### src/rtl/cfr_pkg.sv
// Shared types and constants of the chunked frame reassembler.
// Used by every module of the block; depends on nothing.
`timescale 1ns / 1ps
package cfr_pkg;

  localparam int CHUNK_BYTES = 1024;
  localparam int CHUNK_SHIFT = 10;
  localparam int MAX_CHUNKS = 4096;
  localparam int CHUNK_IDX_W = 12;
  localparam int MAP_ROW_W = 16;
  localparam int MAP_ROW_BITS = 4;
  localparam int MAP_ROWS = MAX_CHUNKS / MAP_ROW_W;
  localparam int MAP_ADDR_W = CHUNK_IDX_W - MAP_ROW_BITS;
  localparam logic [22:0] FRAME_MEM_BYTES = 23'd4194304;
  localparam logic [15:0] IDLE_EXPIRED = 16'hFFFF;
  localparam logic [15:0] IDLE_TIMEOUT_RESET = 16'd200;

  localparam logic [1:0] OP_HEADER = 2'd0;
  localparam logic [1:0] OP_PAYLOAD = 2'd1;
  localparam logic [1:0] OP_TICK = 2'd2;
  localparam logic [1:0] OP_UNUSED = 2'd3;

  localparam logic [1:0] CFG_MAGIC = 2'd0;
  localparam logic [1:0] CFG_MAX_BYTES = 2'd1;
  localparam logic [1:0] CFG_TIMEOUT = 2'd2;

  localparam logic KIND_WRITE = 1'b0;
  localparam logic KIND_DONE = 1'b1;

  typedef struct packed {
    logic [1:0]  opcode;
    logic [31:0] magic_word;
    logic [31:0] frame_number;
    logic [31:0] frame_total_bytes;
    logic [15:0] chunk_number;
    logic [15:0] chunks_in_frame;
    logic [15:0] chunk_payload_bytes;
    logic [15:0] body_bytes;
    logic [7:0]  payload_byte;
    logic        end_of_packet;
  } in_item_t;

  typedef struct packed {
    logic        result_kind;
    logic [21:0] write_address;
    logic [7:0]  write_data;
    logic [31:0] done_frame_number;
    logic [22:0] done_frame_bytes;
    logic        last_result;
  } out_item_t;

  typedef struct packed {
    logic [1:0]             opcode;
    logic                   hdr_pass;
    logic                   off_ok;
    logic [31:0]            frame_number;
    logic [22:0]            frame_bytes;
    logic [15:0]            chunk_total;
    logic [CHUNK_IDX_W-1:0] chunk_idx;
    logic [10:0]            payload_len;
    logic [7:0]             payload_byte;
    logic                   eop;
  } cmd_t;

  typedef struct packed {
    logic       push0;
    logic       push1;
    out_item_t  item0;
    out_item_t  item1;
  } res_push_t;

endpackage

### src/rtl/cfr_front.sv
// Front stage: configuration registers, input register and header checks.
// Depends on cfr_pkg.
`timescale 1ns / 1ps
module cfr_front (
  input  logic              clk,
  input  logic              rst_n,
  input  logic              cfg_we,
  input  logic [1:0]        cfg_index,
  input  logic [31:0]       cfg_wdata,
  input  logic              in_valid,
  output logic              in_stall,
  input  cfr_pkg::in_item_t in_data,
  output logic              cmd_valid,
  output cfr_pkg::cmd_t     cmd,
  input  logic              cmd_take,
  output logic [15:0]       idle_timeout
);

  logic [31:0] magic_r;
  logic [22:0] max_bytes_r;
  logic [15:0] timeout_r;
  logic        valid_r;
  cfr_pkg::cmd_t cmd_r;
  cfr_pkg::cmd_t cmd_nxt;
  logic [22:0] limit;
  logic [26:0] end_off;
  logic        load;

  assign in_stall = valid_r && !cmd_take;
  assign load = in_valid && !in_stall;
  assign limit = (max_bytes_r > cfr_pkg::FRAME_MEM_BYTES) ? cfr_pkg::FRAME_MEM_BYTES
                                                          : max_bytes_r;
  assign end_off = {1'b0, in_data.chunk_number, 10'd0} + 27'(in_data.chunk_payload_bytes);

  always_comb begin
    cmd_nxt.opcode = in_data.opcode;
    cmd_nxt.hdr_pass = (in_data.magic_word == magic_r) &&
                       (in_data.frame_total_bytes != 32'd0) &&
                       (in_data.frame_total_bytes <= 32'(limit)) &&
                       (in_data.chunks_in_frame != 16'd0) &&
                       (in_data.chunk_number < in_data.chunks_in_frame) &&
                       (in_data.chunk_payload_bytes != 16'd0) &&
                       (in_data.chunk_payload_bytes <= 16'(cfr_pkg::CHUNK_BYTES)) &&
                       (in_data.chunk_payload_bytes <= in_data.body_bytes);
    cmd_nxt.off_ok = (32'(end_off) <= in_data.frame_total_bytes) &&
                     (in_data.chunk_number < 16'(cfr_pkg::MAX_CHUNKS));
    cmd_nxt.frame_number = in_data.frame_number;
    cmd_nxt.frame_bytes = in_data.frame_total_bytes[22:0];
    cmd_nxt.chunk_total = in_data.chunks_in_frame;
    cmd_nxt.chunk_idx = in_data.chunk_number[cfr_pkg::CHUNK_IDX_W-1:0];
    cmd_nxt.payload_len = in_data.chunk_payload_bytes[10:0];
    cmd_nxt.payload_byte = in_data.payload_byte;
    cmd_nxt.eop = in_data.end_of_packet;
  end

  always_ff @(posedge clk) begin
    if (!rst_n) begin
      magic_r <= 32'd0;
      max_bytes_r <= cfr_pkg::FRAME_MEM_BYTES;
      timeout_r <= cfr_pkg::IDLE_TIMEOUT_RESET;
      valid_r <= 1'b0;
    end else begin
      if (cfg_we) begin
        unique case (cfg_index)
          cfr_pkg::CFG_MAGIC:     magic_r <= cfg_wdata;
          cfr_pkg::CFG_MAX_BYTES: max_bytes_r <= cfg_wdata[22:0];
          cfr_pkg::CFG_TIMEOUT:   timeout_r <= cfg_wdata[15:0];
          default: ;
        endcase
      end
      if (load) valid_r <= 1'b1;
      else if (cmd_take) valid_r <= 1'b0;
    end
  end

  always_ff @(posedge clk) begin
    if (load) cmd_r <= cmd_nxt;
  end

  assign cmd_valid = valid_r;
  assign cmd = cmd_r;
  assign idle_timeout = timeout_r;

endmodule

### config.mk
export PLATFORM = sky130hd
export DESIGN_NAME = cfr_front
export DESIGN_NICKNAME = d
export VERILOG_FILES = /design/src/rtl/cfr_pkg.sv /design/src/rtl/cfr_front.sv
export SDC_FILE = /design/constraint.sdc
export NUM_CORES = 1
export LEC_CHECK = 0
export BUFFER_PORTS_ARGS = -buffer_cell sky130_fd_sc_hd__buf_4
export CAP_MARGIN = 20
export CORE_AREA = 5 5 126 157
export DETAILED_ROUTE_END_ITERATION = 7
export DIE_AREA = 0 0 131 162
export MAX_ROUTING_LAYER = met4
export PLACE_DENSITY = 0.86
export SYNTH_ARGS = -nofsm -noshare
export SYNTH_HDL_FRONTEND = slang
export SYNTH_SLANG_ARGS = --single-unit
export TNS_END_PERCENT = 5
### constraint.sdc
create_clock -name clk -period 7.65 [get_ports clk]
set_input_delay 1.53 -clock clk [delete_from_list [all_inputs] [get_ports clk]]
set_output_delay 1.53 -clock clk [all_outputs]
set_load 0.01 [all_outputs]
==> key figures <==
STA
  – Clock Skew: 0.00783 ns
  – Final Hold Violating Endpoints: 0
  – Min Tclk post-route: 4.47 ns
  – Max Clk Rate: 224 MHz
  – Slew @ Worst Pin: 1.02 ns
  – Slew Viols, Final: 0
  – Setup_tns: 0 ns
  – RSZ-0062 raised after global routing: no
  – Headroom to the max-slew limit: 31.7%
  – Tcrit/Tclk final: 58.4%
  – Final setup vio count: 0
  – Final hold slack: 0.466 ns

Synthesis
  – Yosys warning total: 0
  – Gate Count Post-Synth: 830
  – Post-synth EDFFs: 107
  – Syn avg cell area: 10.7 um^2
  – Yosys reg bits: 179
  – Synthesized Nets: 1,128
  – Cell Area, Synth: 8870 um^2
  – Synth cell types: 56
  – Dominant synthesized flop cell: edfxtp_1
  – Post-synthesis sequential area ratio: 52.5%
  – Async set-reset flop share out of synthesis: 0%

Route
  – Initial drt markers: 429
  – DRT antenna net count: 0
  – WL final: 29,400 um
  – Drc violations: 0
  – First-pass iteration count of the detailed router: 5
  – Via count: 7,607
  – WL/cell: 20.8 um
  – Via density per instance: 5.38

Setup path
  – Worst setup path category: in2reg
  – Startpoint types: primary input
  – CP Launch Point: in_data[35]
  – FF-to-FF End: cmd[104]
  – Flop-to-flop setup slack: 4.08 ns
  – CP endpoint kind: flip-flop
  – Reg-to-Reg Start: max_bytes_r[17]
  – Highest cell delay on the worst timing path: 0.42 ns
  – Cell family with most CP delay: compound AO/OA/AOI/OAI gates
  – Critical-path cell list: buf_4, ha_1, fa_1, a21o_1, a21oi_1, o21bai_1, a21oi_1, nand2b_1, xnor2_1, ha_1, nand4b_1, or3_1, nor2_1, o41ai_1, o2bb2ai_1
  – Critical path fanouts, max: 6
  – WP data required: 7.84 ns
  – CP endpoint: cmd[103]
  – Critical path depth: 15
  – Slowest-stage cell, CP: fa_1
  – Worst path bufs/invs: 1
  – Reg2reg path depth: 12
  – Arrival time at the worst endpoint: 4.66 ns

Placement
  – Placer congestion estimate: 0.901
  – HPWL Detailed: 23,800 um
  – Dpl cells: 1,372
  – PortBufs: 334

Global routing
  – Global route overflow: 0
  – Initial antenna violation count: 8
  – Gr usage total: 27.6%
  – Pin count of the biggest net entering global routing: 74
  – Global-route wire length before repair: 42,400 um
  – Vias in the first global route: 7,811

Die
  – Core area: 18,000 um^2
  – Die Span Y: 162 um
  – Initial Utilization: 49.2%
  – Row cnt: 55
  – I/O pin count: 335
  – Die width: 131 um
  – Die area: 21,200 um^2

Finish
  – # fillers: 1,359
  – Area of the multi-input gates: 3910 um^2
  – Share of cells above drive strength 1: 32.5%
  – Fin util: 67.7%
  – Nets@finish: 1,463
  – Finished Layout Cells: 1,415
  – Seq. cell area: 4650 um^2
  – Area Growth Syn to Fin: 37.7%

Clock tree
  – Max H-tree Level: 4
  – CTS root buffer: clkbuf_16
  – Setup Buffers After CTS: 0
  – Worst-path clk slew: 0.07 ns
  – Num CTS Buffers: 17
  – Hold-fix buffers, CTS: 0
  – Cts repair resizes: 0
  – Clk buf depth: 2
  – Clk_lat worst skew: 0.44 ns
  – CTS tree: built
  – Clk sinks: 179

Worst hold path
  – Hold crit path type: reg2reg

Status
  – Status: completed

Run
  – Max Cap Violations: 0

Power
  – Pwr/cell area: 191 nW/um^2
  – Leak pwr: 5.46 nW
  – VDD IR max: 0.000131 V
flip-flops by register name, indices dropped and copies added (netlist names):
| signal | cells |
|---|---|
| idle_timeout | 16 |
| magic_r | 32 |
| cmd_valid | 1 |
| cmd | 107 |
| max_bytes_r | 23 |
cell usage after synthesis, types with 7 or more instances:
cell type	instances	area [um^2]
a21oi_1	26	130
inv_1	61	229
nor2_1	14	52.6
a21o_1	19	143
nor2b_1	7	43.8
xor2_1	34	298
ha_1	87	1090
xnor2_1	13	114
nand3_1	8	40.0
clkbuf_1	22	82.6
a21boi_0	69	518
nand4_1	18	113
edfxtp_1	107	3210
dfxtp_1	72	1440
nand2_1	181	679
nor4_1	26	163
cell families (layout without fill, tap and decap cells):
family	Yosys count	in the layout	synth area share, %
adders and majority gates	88	88	12.5
AOI/OAI and AO/OA	147	147	11.8
buffers and inverters	85	433	3.61
other	0	9	0
and+or+nand+nor	284	284	14.9
xor gates and xnor gates	47	47	4.64
DFF	179	179	52.5
layout by cell type, fill, tap and decap left out, drive strengths merged, types with 21 or more instances in the layout:
cell,synthesis,final
buf,1,338
nand2,181,181
edfxtp,107,107
ha,87,87
dfxtp,72,72
inv,61,70
a21boi,69,69
xor2,34,34
a21oi,26,26
nor4,26,26
a21o,21,21
worst register-to-register path, stage by stage (launching register included):
cell and delay (ns):
dfxtp_1 0.34, nor4_1 0.43, nand4_1 0.20, o41ai_2 0.28, clkbuf_4 0.29, nand2_1 0.10
ha_1 0.30, nand4_1 0.15, nor4_1 0.46, a21boi_0 0.27, nor4_1 0.09, o2111ai_1 0.32
a211oi_2 0.08
area by class of cell:
type | count | share of cell area, %
Inverter | 62 | 1.91
Tap cell | 228 | 2.34
Multi-Input combinational cell | 566 | 32.0
Sequential cell | 179 | 38.1
Antenna cell | 9 | 0.184
Timing Repair Buffer | 339 | 20.9
Clock inverter | 15 | 1.13
Clock buffer | 17 | 3.48
where the power goes:
part | total, mW | internal, mW | switching (mW)
combinational | 0.390 | 0.192 | 0.198
sequential | 1.09 | 1.07 | 0.0187
clock | 0.853 | 0.432 | 0.421
total | 2.34 | 1.70 | 0.638
how the worst min path moves through the flow:
stage          slack (ns)       startpoint         endpoint  cells past startpoint
2_1_floorplan        0.45  max_bytes_r[10]  max_bytes_r[10]                      2
3_3_place_gp         0.45  idle_timeout[3]  idle_timeout[3]                      2
3_5_place_dp         0.46  idle_timeout[7]  idle_timeout[7]                      2
4_1_cts              0.47  idle_timeout[5]  idle_timeout[5]                      2
5_1_grt              0.49      magic_r[31]      magic_r[31]                      2
6_report             0.47  idle_timeout[5]  idle_timeout[5]                      2
per-layer routing:
metal	vias to the layer above	share of wire (%)	GRT usage [%]
met1	3572	34	27.9
met4	0	2.6	9.64
met3	47	11	9.34
li1	3635	-	-
met5	-	0	-
met2	353	52	48.8
through the flow:
| stage | setup WS, ns | power, mW | cell area [um^2] |
|---|---|---|---|
| floorplan | 0.711 | 1.29 | 8870 |
| global placement | 2.87 | 1.48 | 11600 |
| detailed placement | 2.77 | 1.50 | 11600 |
| CTS | 3.21 | 2.34 | 12200 |
| global route | 2.95 | 2.42 | 12200 |
| finish | 3.18 | 2.34 | 12200 |
Note: power is estimated with default switching activity, not from simulation.
