===== config.mk =====
export PLATFORM = sky130hd
export DESIGN_NAME = cfr_res_fifo
export DESIGN_NICKNAME = d
export VERILOG_FILES = /design/src/rtl/cfr_pkg.sv /design/src/rtl/cfr_res_fifo.sv
export SDC_FILE = /design/constraint.sdc
export NUM_CORES = 1
export LEC_CHECK = 0
export ABC_AREA = 1
export BUFFER_PORTS_ARGS = -buffer_cell sky130_fd_sc_hd__buf_2
export CAP_MARGIN = 20
export CORE_AREA = 5 5 193 195
export CTS_CLUSTER_DIAMETER = 200
export DETAILED_ROUTE_END_ITERATION = 6
export DIE_AREA = 0 0 198 200
export HOLD_SLACK_MARGIN = 0.06
export PLACE_DENSITY = 0.69
export SKIP_LAST_GASP = 1
export SYNTH_ARGS = -nofsm -noshare
export SYNTH_HDL_FRONTEND = slang
export SYNTH_SLANG_ARGS = --single-unit

===== constraint.sdc =====
create_clock -name clk -period 10.2 [get_ports clk]
set_clock_uncertainty 0.05 [all_clocks]
set_input_delay 2.04 -clock clk [delete_from_list [all_inputs] [get_ports clk]]
set_output_delay 2.04 -clock clk [all_outputs]
set_load 0.005 [all_outputs]

===== src/rtl/cfr_pkg.sv =====
// Shared types and constants of the chunked frame reassembler.
// Used by every module of the block; depends on nothing.
`timescale 1ns / 1ps
package cfr_pkg;

  localparam int CHUNK_BYTES = 1024;
  localparam int CHUNK_SHIFT = 10;
  localparam int MAX_CHUNKS = 4096;
  localparam int CHUNK_IDX_W = 12;
  localparam int MAP_ROW_W = 16;
  localparam int MAP_ROW_BITS = 4;
  localparam int MAP_ROWS = MAX_CHUNKS / MAP_ROW_W;
  localparam int MAP_ADDR_W = CHUNK_IDX_W - MAP_ROW_BITS;
  localparam logic [22:0] FRAME_MEM_BYTES = 23'd4194304;
  localparam logic [15:0] IDLE_EXPIRED = 16'hFFFF;
  localparam logic [15:0] IDLE_TIMEOUT_RESET = 16'd200;

  localparam logic [1:0] OP_HEADER = 2'd0;
  localparam logic [1:0] OP_PAYLOAD = 2'd1;
  localparam logic [1:0] OP_TICK = 2'd2;
  localparam logic [1:0] OP_UNUSED = 2'd3;

  localparam logic [1:0] CFG_MAGIC = 2'd0;
  localparam logic [1:0] CFG_MAX_BYTES = 2'd1;
  localparam logic [1:0] CFG_TIMEOUT = 2'd2;

  localparam logic KIND_WRITE = 1'b0;
  localparam logic KIND_DONE = 1'b1;

  typedef struct packed {
    logic [1:0]  opcode;
    logic [31:0] magic_word;
    logic [31:0] frame_number;
    logic [31:0] frame_total_bytes;
    logic [15:0] chunk_number;
    logic [15:0] chunks_in_frame;
    logic [15:0] chunk_payload_bytes;
    logic [15:0] body_bytes;
    logic [7:0]  payload_byte;
    logic        end_of_packet;
  } in_item_t;

  typedef struct packed {
    logic        result_kind;
    logic [21:0] write_address;
    logic [7:0]  write_data;
    logic [31:0] done_frame_number;
    logic [22:0] done_frame_bytes;
    logic        last_result;
  } out_item_t;

  typedef struct packed {
    logic [1:0]             opcode;
    logic                   hdr_pass;
    logic                   off_ok;
    logic [31:0]            frame_number;
    logic [22:0]            frame_bytes;
    logic [15:0]            chunk_total;
    logic [CHUNK_IDX_W-1:0] chunk_idx;
    logic [10:0]            payload_len;
    logic [7:0]             payload_byte;
    logic                   eop;
  } cmd_t;

  typedef struct packed {
    logic       push0;
    logic       push1;
    out_item_t  item0;
    out_item_t  item1;
  } res_push_t;

endpackage


===== src/rtl/cfr_res_fifo.sv =====
// Result queue: four entries, up to two pushes and one pop a cycle.
// Depends on cfr_pkg; filled by cfr_back.
`timescale 1ns / 1ps
module cfr_res_fifo (
  input  logic                clk,
  input  logic                rst_n,
  input  cfr_pkg::res_push_t  push,
  output logic                room,
  output logic                out_valid,
  input  logic                out_stall,
  output cfr_pkg::out_item_t  out_data
);

  cfr_pkg::out_item_t mem_r [4];
  logic [1:0] rd_r, wr_r;
  logic [2:0] cnt_r;
  logic       pop;
  logic [1:0] npush;

  assign pop = out_valid && !out_stall;
  assign out_valid = cnt_r != 3'd0;
  assign out_data = mem_r[rd_r];
  assign room = cnt_r <= 3'd2;
  assign npush = {1'b0, push.push0} + {1'b0, push.push1};

  always_ff @(posedge clk) begin
    if (push.push0) mem_r[wr_r] <= push.item0;
    if (push.push1) mem_r[wr_r + 2'd1] <= push.item1;
  end

  always_ff @(posedge clk) begin
    if (!rst_n) begin
      rd_r <= '0;
      wr_r <= '0;
      cnt_r <= '0;
    end else begin
      wr_r <= wr_r + npush;
      if (pop) rd_r <= rd_r + 2'd1;
      cnt_r <= cnt_r + {1'b0, npush} - {2'b0, pop};
    end
  end

endmodule


==> flow_summary_export.csv, run 1 <==
group,metric,value,unit
synthesis,netlist_instances,1772,
timing,tns,0,ns
drt,vias_per_cell,5.56,
place,globalplace.congestion,0.812,
global_route,grt_pass1_vias,13135,
clock_network,hold_buffers,0,
global_route,gr-usage-all-layers,22.8,%
worst_setup_path,max_stage_delay,0.85,ns
global_route,grt_max_degree,176,
drt,wire_per_inst,18.8,um
clock_network,numCtsBuffers,38,
synthesis,synth_cell_type_count,22,
global_route,antenna_found_initial,8,
synthesis,ys_seq_area_share,61.2,%
place,place_ws,5.12,ns
timing,grt_setup_unrepaired,"no",
outcome,status,"completed",
clock_network,cts_tree,"done",
worst_setup_path,crit_slowest_cell,"buf_4",
min_path,hold_class,"reg2reg",
final_layout,syn_to_final_growth,14.2,%
timing,setup_violations,0,
drt,antenna_left,0,
clock_network,cts_resized,0,
worst_setup_path,critical_path_class,"reg2out",
pwr,p_leak,8.15,nW
drt,first_iter_violations,1206,
timing,maxClockFrequency,183,MHz
drt,drt_first_pass_iters,5,
synthesis,syn_area,0.0174,mm2
place,dp_hpwl,26.9,mm
timing,worst_slew_pin_slew,1.12,ns
synthesis,synth_edf_count,348,
pwr,peakVddDrop,0.000167,V
run,maxCapViolCount,0,
worst_setup_path,endpoint_kind,"output pin",
place,port_buffers,267,
floorplanning,start_util,49.3,%
drt,met3_length,3.58,mm
worst_setup_path,path_cells,"inv_4, buf_4, o21ai_0, o22ai_1, buf_2",
floorplanning,pin_count,268,
synthesis,synth-seq-cells,357,
pwr,power_per_cell_area,217,mW/mm2
floorplanning,die-area,0.0396,mm2
synthesis,yosysWarnings,0,
timing,period_share,53.7,%
worst_setup_path,critPathLaunchType,"flip-flop",
drt,drc,0,
synthesis,ys.flop_type,"edfxtp_1",
floorplanning,row_count,69,
drt,dr_wl_met2,22.4,mm
clock_network,clk_pin_slew,0.06,ns
final_layout,finalInstanceArea,0.0198,mm2
synthesis,synth_nets,1957,
final_layout,drive_above_1_share,17.6,%
synthesis,synthArstFlopShare,0,%
drt,drt-met1-wl,18.7,mm
timing,slew_headroom,25.2,%
drt,num_vias,13664,
timing,fin_crit,5.47,ns
timing,setup_ws,4.73,ns
timing,drv_slew,0,
drt,wl,46.1,mm
global_route,grt_first_pass_wirelength,71.6,mm
floorplanning,die_x,198,um
global_route,gr-total-overflow,0,
worst_setup_path,cp.arrival,3.38,ns
clock_network,cts.htree.levels,2,
floorplanning,fp.dieH,200,um
clock_network,clockBufferDepth,3,
synthesis,syn_area_per_cell,9.80,um2
floorplanning,core-area,0.0352,mm2
clock_network,cts_root_buf,"clkbuf_16",
final_layout,nNetsFinal,2147,
drt,routed.top_layer,"met5",
timing,hold_viol,0,
worst_setup_path,required,8.11,ns
clock_network,numClockSinks,357,
clock_network,clock_latency,0.51,ns
final_layout,final_core_util,56.3,%
clock_network,cts_setup_buffers,0,
worst_setup_path,crit_fanout,98,
place,placed_area,0.0185,mm2
[path summary, 6_finish.rpt]
path | to | cells past startpoint | start | slack, ns
max | out_data[3] | 5 | flip-flop | 4.73
min | flip-flop | 2 | rd_r[0]$_SDFFE_PN0P_ | 0.44
max reg2reg | mem_r[1][44]$_DFFE_PP_ | 5 | wr_r[1]$_SDFF_PN0_ | 6.79
min reg2reg | flip-flop | 2 | rd_r[0]$_SDFFE_PN0P_ | 0.44
[synth_stat cells (5+ instances only)]
cell type	n	area share (%)
o21ai_0	430	12
o22ai_1	87	3.1
edfxtp_1	348	60
a21oi_1	6	0.17
clkbuf_2	9	0.26
clkbuf_1	25	0.54
o21ai_1	92	2.7
buf_2	34	0.98
ha_1	5	0.36
nor2_1	181	3.9
nand2_1	363	7.8
dfxtp_1	9	1.0
buf_6	41	2.7
inv_1	104	2.2
buf_4	23	0.99
[placed cells by master, fill, tap and decap left out, drive strengths merged]
master	synthesis	final
a21oi	6	6
buf	98	282
bufinv	0	4
clkbuf	34	49
clkinv	0	16
dfxtp	9	9
diode	0	6
edfxtp	348	348
fa	1	1
ha	5	5
inv	107	107
nand2	364	364
nand3	6	6
nor2	182	182
o21ai	522	522
o22ai	87	87
o31ai	3	3
[layer usage]
metal	GRT usage, %	up-vias
li1	-	6600
met1	30.7	6412
met2	37.9	551
met3	3.79	95
met4	7.80	6
met5	0	-
[logic make-up (layout without fill, tap and decap cells)]
kind of cell / Yosys count / in the layout / share of synthesized area [%]
simple gates: 552 / 552 / 12.1
compound gates: 618 / 618 / 18.5
flops: 357 / 357 / 61.2
other cells: 0 / 6 / 0
fa+ha+maj: 6 / 6 / 0.476
buf+inv: 239 / 458 / 7.74
[stage by stage]
stage / hold WS (ns) / cells / total power, mW
6_report: 0.443 / 2458 / 4.31
3_5_place_dp: 0.433 / 2382 / 2.96
2_1_floorplan: 0.398 / 1772 / 2.57
4_1_cts: 0.450 / 2451 / 4.34
5_1_grt: 0.462 / 2456 / 4.54
3_3_place_gp: 0.413 / 2382 / 2.94
[registers in the layout (all words and copies together), names as in the netlist, named ones only]
signal / count
mem_r: 348
cnt_r: 3
rd_r: 2
wr_r: 2
[cell type report]
cell class	instances	area (um2)
clock buffers	49	1060
multi-input cells	1176	5480
repair buffers	282	1470
fillers	3090	15400
well taps	461	577
diodes	6	15.0
inverters	107	404
flip-flops and latches	357	10600
clock inverters	20	199
[where the power goes]
| group | total [mW] | internal, mW | leakage [nW] | switching, mW |
|---|---|---|---|---|
| registers | 1.92 | 1.84 | 3.35 | 0.0855 |
| clock network | 1.38 | 0.833 | 0.618 | 0.550 |
| logic | 1.00 | 0.335 | 4.18 | 0.667 |
| total | 4.31 | 3.01 | 8.15 | 1.30 |
[worst max-delay path, delay by kind of cell (launching register included)]
kind            cells  cell delay, ns
compound gates      2            0.47
flops               1            0.56
buf+inv             3            1.68
Note: power is estimated with default switching activity, not from simulation.
==> inputs of run 2 (changes only) <==
- clock period: 10.2 -> 5.1 ns (I/O delays scaled with it)
==> run 2 against run 1 <==
Against the previous run:
- non-clock buffer count increased by 4
- final cell count increased by 0.37%
- critical endpoint is now out_data[44]
- sequential power increased by 97%
- sequential share of layout area about the same
- critical path depth decreased by 1
- first-iteration DRC count increased by 1.7%
==> flow_summary_export.csv, run 2 (synthesis gave the netlist of run 1 again) <==
group,metric,value,unit
outcome,status,"completed",
global_route,antenna_found_initial,17,
global_route,gr-usage-all-layers,22.6,%
global_route,grt_max_degree,175,
place,port_buffers,267,
timing,slew_headroom,30.9,%
worst_setup_path,rr_worst_depth,4,
worst_setup_path,cp.depth,4,
clock_network,clock_latency,0.51,ns
final_layout,final_core_util,56.3,%
pwr,power_per_cell_area,429,mW/mm2
clock_network,cts_root_buf,"clkbuf_16",
final_layout,final_common_cell,"o21ai_0",
worst_setup_path,r2r_slack,2.33,ns
drt,drt_first_pass_iters,5,
timing,fin_crit,3.56,ns
worst_setup_path,path_cells,"buf_4, o21ai_0, o22ai_1, buf_2",
worst_setup_path,crit_family,"buffers and inverters",
drt,num_vias,13681,
clock_network,clk_pin_slew,0.06,ns
place,place_ws,1.59,ns
timing,setup_ws,1.54,ns
timing,setup_violations,0,
worst_setup_path,crit_slowest_cell,"dfxtp_4",
global_route,grt_first_pass_wirelength,70.9,mm
worst_setup_path,critPathLaunchType,"flip-flop",
drt,first_iter_violations,1227,
min_path,worst_hold_path.num_cells,2,
final_layout,layout_top_registers,"mem_r (348), cnt_r (3)",
clock_network,numCtsBuffers,38,
global_route,grt_pass1_vias,13235,
pwr,p_leak,8.14,nW
global_route,gr-total-overflow,0,
timing,drv_slew,0,
place,globalplace.congestion,0.797,
place,placed_area,0.0186,mm2
floorplanning,pin_count,268,
clock_network,cts_resized,0,
final_layout,top_register,"mem_r",
worst_setup_path,cp.arrival,2.49,ns
final_layout,nNetsFinal,2151,
final_layout,drive_above_1_share,17.6,%
clock_network,cts_tree,"done",
run,maxCapViolCount,0,
timing,hold_viol,0,
place,dp_hpwl,26.9,mm
drt,vias_per_cell,5.55,
floorplanning,row_count,69,
floorplanning,fp.dieH,200,um
timing,maxClockFrequency,281,MHz
worst_setup_path,crit_fanout,46,
floorplanning,start_util,49.3,%
drt,wl,46.3,mm
drt,wire_per_inst,18.8,um
clock_network,cts.htree.levels,2,
timing,period_share,69.7,%
clock_network,hold_buffers,0,
worst_setup_path,critPathBufInv,2,
floorplanning,die-area,0.0396,mm2
clock_network,clockBufferDepth,3,
timing,worst_slew_pin_slew,1.04,ns
pwr,peakVddDrop,0.000440,V
final_layout,largest_reg_flops,348,
clock_network,cts_setup_buffers,0,
timing,grt_setup_unrepaired,"no",
drt,drc,0,
drt,antenna_left,0,
floorplanning,die_x,198,um
final_layout,final_cell_mix,"o21ai_0, nand2_1, edfxtp_1",
min_path,hold_class,"reg2reg",
worst_setup_path,max_stage_delay,0.72,ns
worst_setup_path,endpoint_kind,"output pin",
final_layout,finalInstanceArea,0.0198,mm2
floorplanning,core-area,0.0352,mm2
final_layout,syn_to_final_growth,14.2,%
clock_network,numClockSinks,357,
worst_setup_path,critical_path_class,"reg2out",
worst_setup_path,required,4.03,ns
## run 2: layout make-up
| class | instances | area [um2] |
|---|---|---|
| clock buffer | 50 | 1040 |
| tap | 461 | 577 |
| fill | 3113 | 15400 |
| inverter | 107 | 407 |
| timing repair buffer | 286 | 1540 |
| clock inverter | 19 | 141 |
| sequential | 357 | 10600 |
| multi-input combinational | 1176 | 5480 |
| antenna | 11 | 27.5 |
## run 2: power breakdown
part	total, mW	internal [mW]	switching [mW]
logic	2.09	0.680	1.41
clock network	2.64	1.53	1.11
registers	3.78	3.67	0.106
total	8.51	5.89	2.62
## run 2: worst paths after layout
kind | startpoint | end
worst min register to register | rd_r[0]$_SDFFE_PN0P_ | flip-flop
worst min-delay path | rd_r[0]$_SDFFE_PN0P_ | flip-flop
worst max register to register | wr_r[0]$_SDFF_PN0_ | mem_r[0][79]$_DFFE_PP_
worst max-delay path | flip-flop | out_data[44]
## run 2: tightest hold or removal path, cell delays in order, from the launching register on
cell and delay [ns]:
dfxtp_1 0.33, a21oi_1 0.06, nor2_1 0.07
## run 2: per-layer routing
layer	up-vias	track usage (%)	part of all wire, %
met4	18	7.70	2.7
met2	497	37.3	49
met3	88	4.08	7.5
met5	-	0	0.30
li1	6605	-	-
met1	6473	30.6	41
## run 2: stage by stage
stage                     TNS (ns)  hold WS, ns  power, mW  instances
after floorplan             -92.94        0.398       5.12       1772
after global placement           0        0.413       5.86       2386
after detailed placement         0        0.442       5.93       2386
after CTS                        0        0.452       8.54       2455
after global routing             0        0.506       8.93       2464
final                            0        0.450       8.51       2467
==> inputs of run 3 (changes only) <==
- ABC_AREA: 1 -> 0
- CORE_AREA: 5 5 193 195 -> 5 5 192 194
- DIE_AREA: 0 0 198 200 -> 0 0 197 199
- clock period: 5.1 -> 3.4 ns (I/O delays scaled with it)
==> run 3 against run 2 <==
Against the previous run:
- total power up 49%
- critical path depth shrank 1
- design area increased by 3.1%
- via count decreased by 32%
- register-to-register slack worse by 1.3 ns
- sequential share of layout area shrank 1.6 points
- clock power grew 52%
- first-iteration DRC count shrank 57%
- wire length down 15%
- critical endpoint is now out_data[74]
- largest power group unchanged
- highest routed layer unchanged
==> flow_summary_export.csv, run 3 <==
group,metric,value,unit
floorplanning,die_x,197,um
pwr,p_leak,7.29,nW
synthesis,ys_seq_area_share,61.6,%
clock_network,hold_buffers,0,
clock_network,clk_pin_slew,0.06,ns
drt,vias_per_cell,5.60,
worst_setup_path,critPathBufInv,2,
min_path,hold_class,"in2reg",
clock_network,cts.htree.levels,2,
final_layout,drive_above_1_share,65.6,%
synthesis,synth_top_area_share,60.6,%
timing,period_share,83.5,%
place,port_buffers,267,
place,post-place-cells,1585,
global_route,antenna_found_initial,10,
worst_setup_path,path_cells,"buf_12, mux4_2, buf_2",
synthesis,synth_most_common_cell,"edfxtp_1",
pwr,power_per_cell_area,621,mW/mm2
final_layout,final_core_util,58.4,%
clock_network,cts_root_buf,"clkbuf_16",
final_layout,final_cell_mix,"edfxtp_1, mux2_2, buf_2",
drt,first_iter_violations,524,
place,placed_area,0.0192,mm2
outcome,status,"completed",
synthesis,ys.flop_type,"edfxtp_1",
worst_setup_path,crit_family,"multiplexers",
timing,worst_hold_slack,0.417,ns
final_layout,layout_top_registers,"mem_r (348), cnt_r (3)",
place,globalplace.congestion,0.753,
final_layout,syn_to_final_growth,18.6,%
timing,maxClockFrequency,352,MHz
final_layout,top_register,"mem_r",
global_route,grt_max_degree,88,
worst_setup_path,critical_path_class,"reg2out",
drt,antenna_left,0,
worst_setup_path,r2r_slack,0.99,ns
drt,drt_first_pass_iters,5,
timing,fin_crit,2.84,ns
timing,drv_slew,0,
worst_setup_path,max_stage_delay,0.58,ns
clock_network,clock_latency,0.53,ns
worst_setup_path,cp.arrival,2.11,ns
worst_setup_path,endpoint_kind,"output pin",
synthesis,syn_area,0.0172,mm2
floorplanning,start_util,49.2,%
drt,wire_per_inst,23.8,um
drt,num_vias,9303,
final_layout,finalInstanceArea,0.0205,mm2
floorplanning,die-area,0.0392,mm2
final_layout,final_common_cell,"edfxtp_1",
synthesis,synth_nets,1079,
synthesis,synth_edf_count,348,
drt,wl,39.6,mm
synthesis,syn_area_per_cell,19.3,um2
global_route,gr-total-overflow,0,
place,dp_hpwl,23.3,mm
worst_setup_path,critPathLaunchType,"flip-flop",
run,maxCapViolCount,0,
synthesis,synth_cell_type_count,29,
final_layout,nNetsFinal,1351,
synthesis,ys_top_cells_by_area,"edfxtp_1, mux2_2, mux4_2",
clock_network,clockBufferDepth,3,
clock_network,numCtsBuffers,40,
worst_setup_path,required,2.67,ns
final_layout,final_cell_count_no_fill,1660,
timing,setup_violations,0,
global_route,grt_pass1_vias,10283,
floorplanning,core-area,0.0351,mm2
synthesis,yosys.area.top_type,"edfxtp_1",
synthesis,netlist_instances,894,
global_route,gr-usage-all-layers,20.1,%
synthesis,synth-seq-cells,357,
pwr,peakVddDrop,0.000461,V
clock_network,cts_resized,0,
timing,hold_viol,0,
worst_setup_path,crit_fanout,40,
floorplanning,pin_count,268,
final_layout,largest_reg_flops,348,
drt,drc,0,
clock_network,numClockSinks,357,
timing,grt_setup_unrepaired,"no",
clock_network,cts_tree,"done",
pwr,report.power.total,12.7,mW
synthesis,synthArstFlopShare,0,%
floorplanning,row_count,69,
clock_network,cts_setup_buffers,0,
floorplanning,fp.dieH,199,um
synthesis,yosysWarnings,0,
global_route,grt_first_pass_wirelength,60.6,mm
synthesis,synth_common_cells,"edfxtp_1, mux2_2, mux4_2, buf_2, mux2_4",
timing,slew_headroom,58.9,%
worst_setup_path,crit_slowest_cell,"mux4_2",
timing,worst_slew_pin_slew,0.617,ns
[run 3: changes by cell type after synthesis, sizes merged, moves of 28 or more]
cell    delta
clkbuf    -28
mux2     +348
o21ai    -519
buf       -46
o22ai     -87
inv      -100
nand2    -362
mux4      +87
nor2     -179
[run 3: worst paths after layout]
check	start	to	cells past startpoint
worst max register to register	cnt_r[2]$_SDFF_PN0_	cnt_r[2]$_SDFF_PN0_	10
worst min register to register	rd_r[1]$_SDFFE_PN0P_	flip-flop	2
worst max-delay path	flip-flop	out_data[74]	3
worst min-delay path	rst_n	wr_r[1]$_SDFF_PN0_	2
[run 3: worst reg2reg max path: stages (launching register included)]
cell and delay (ns):
dfxtp_1 0.33, nor3_1 0.42, nor2_1 0.12, ha_1 0.30, inv_1 0.06, ha_1 0.13
inv_1 0.05, fa_1 0.42, xor2_1 0.16, xnor2_1 0.12, and2_1 0.14
[run 3: final cells by class]
| type | count | area, um2 |
|---|---|---|
| sequential | 357 | 10600 |
| multi-input combinational | 472 | 6340 |
| tap | 461 | 577 |
| inverter | 7 | 26.3 |
| fill | 2721 | 14600 |
| antenna | 6 | 15.0 |
| clock inverter | 17 | 124 |
| clock buffer | 52 | 1070 |
| timing repair buffer | 288 | 1670 |
[run 3: stage by stage]
step / setup slack, ns / TNS, ns
2_1_floorplan: -0.251 / -43.67
6_report: 0.560 / 0
3_5_place_dp: 0.701 / 0
4_1_cts: 0.474 / 0
5_1_grt: 0.438 / 0
3_3_place_gp: 0.720 / 0
[run 3: layer usage]
layer | track usage, % | vias up | part of all wire (%)
li1 | - | 4217 | -
met1 | 26.3 | 4745 | 41
met2 | 34.3 | 260 | 50
met3 | 4.67 | 69 | 6.5
met4 | 5.16 | 12 | 2.3
met5 | 0 | - | 0.20
[run 3: cell families (layout without fill, tap and decap cells)]
family / Yosys count / after routing / share of synthesized area (%)
buf+inv: 65 / 364 / 2.02
other cells: 0 / 6 / 0
flops: 357 / 357 / 61.6
mux: 436 / 436 / 34.8
compound gates: 7 / 7 / 0.232
fa+ha+maj: 6 / 6 / 0.479
xor+xnor: 4 / 4 / 0.203
simple gates: 19 / 19 / 0.646
[run 3: power breakdown]
group          internal, mW  switching, mW
Sequential             5.57          0.189
Clock                  2.35           1.66
Combinational          1.50           1.42
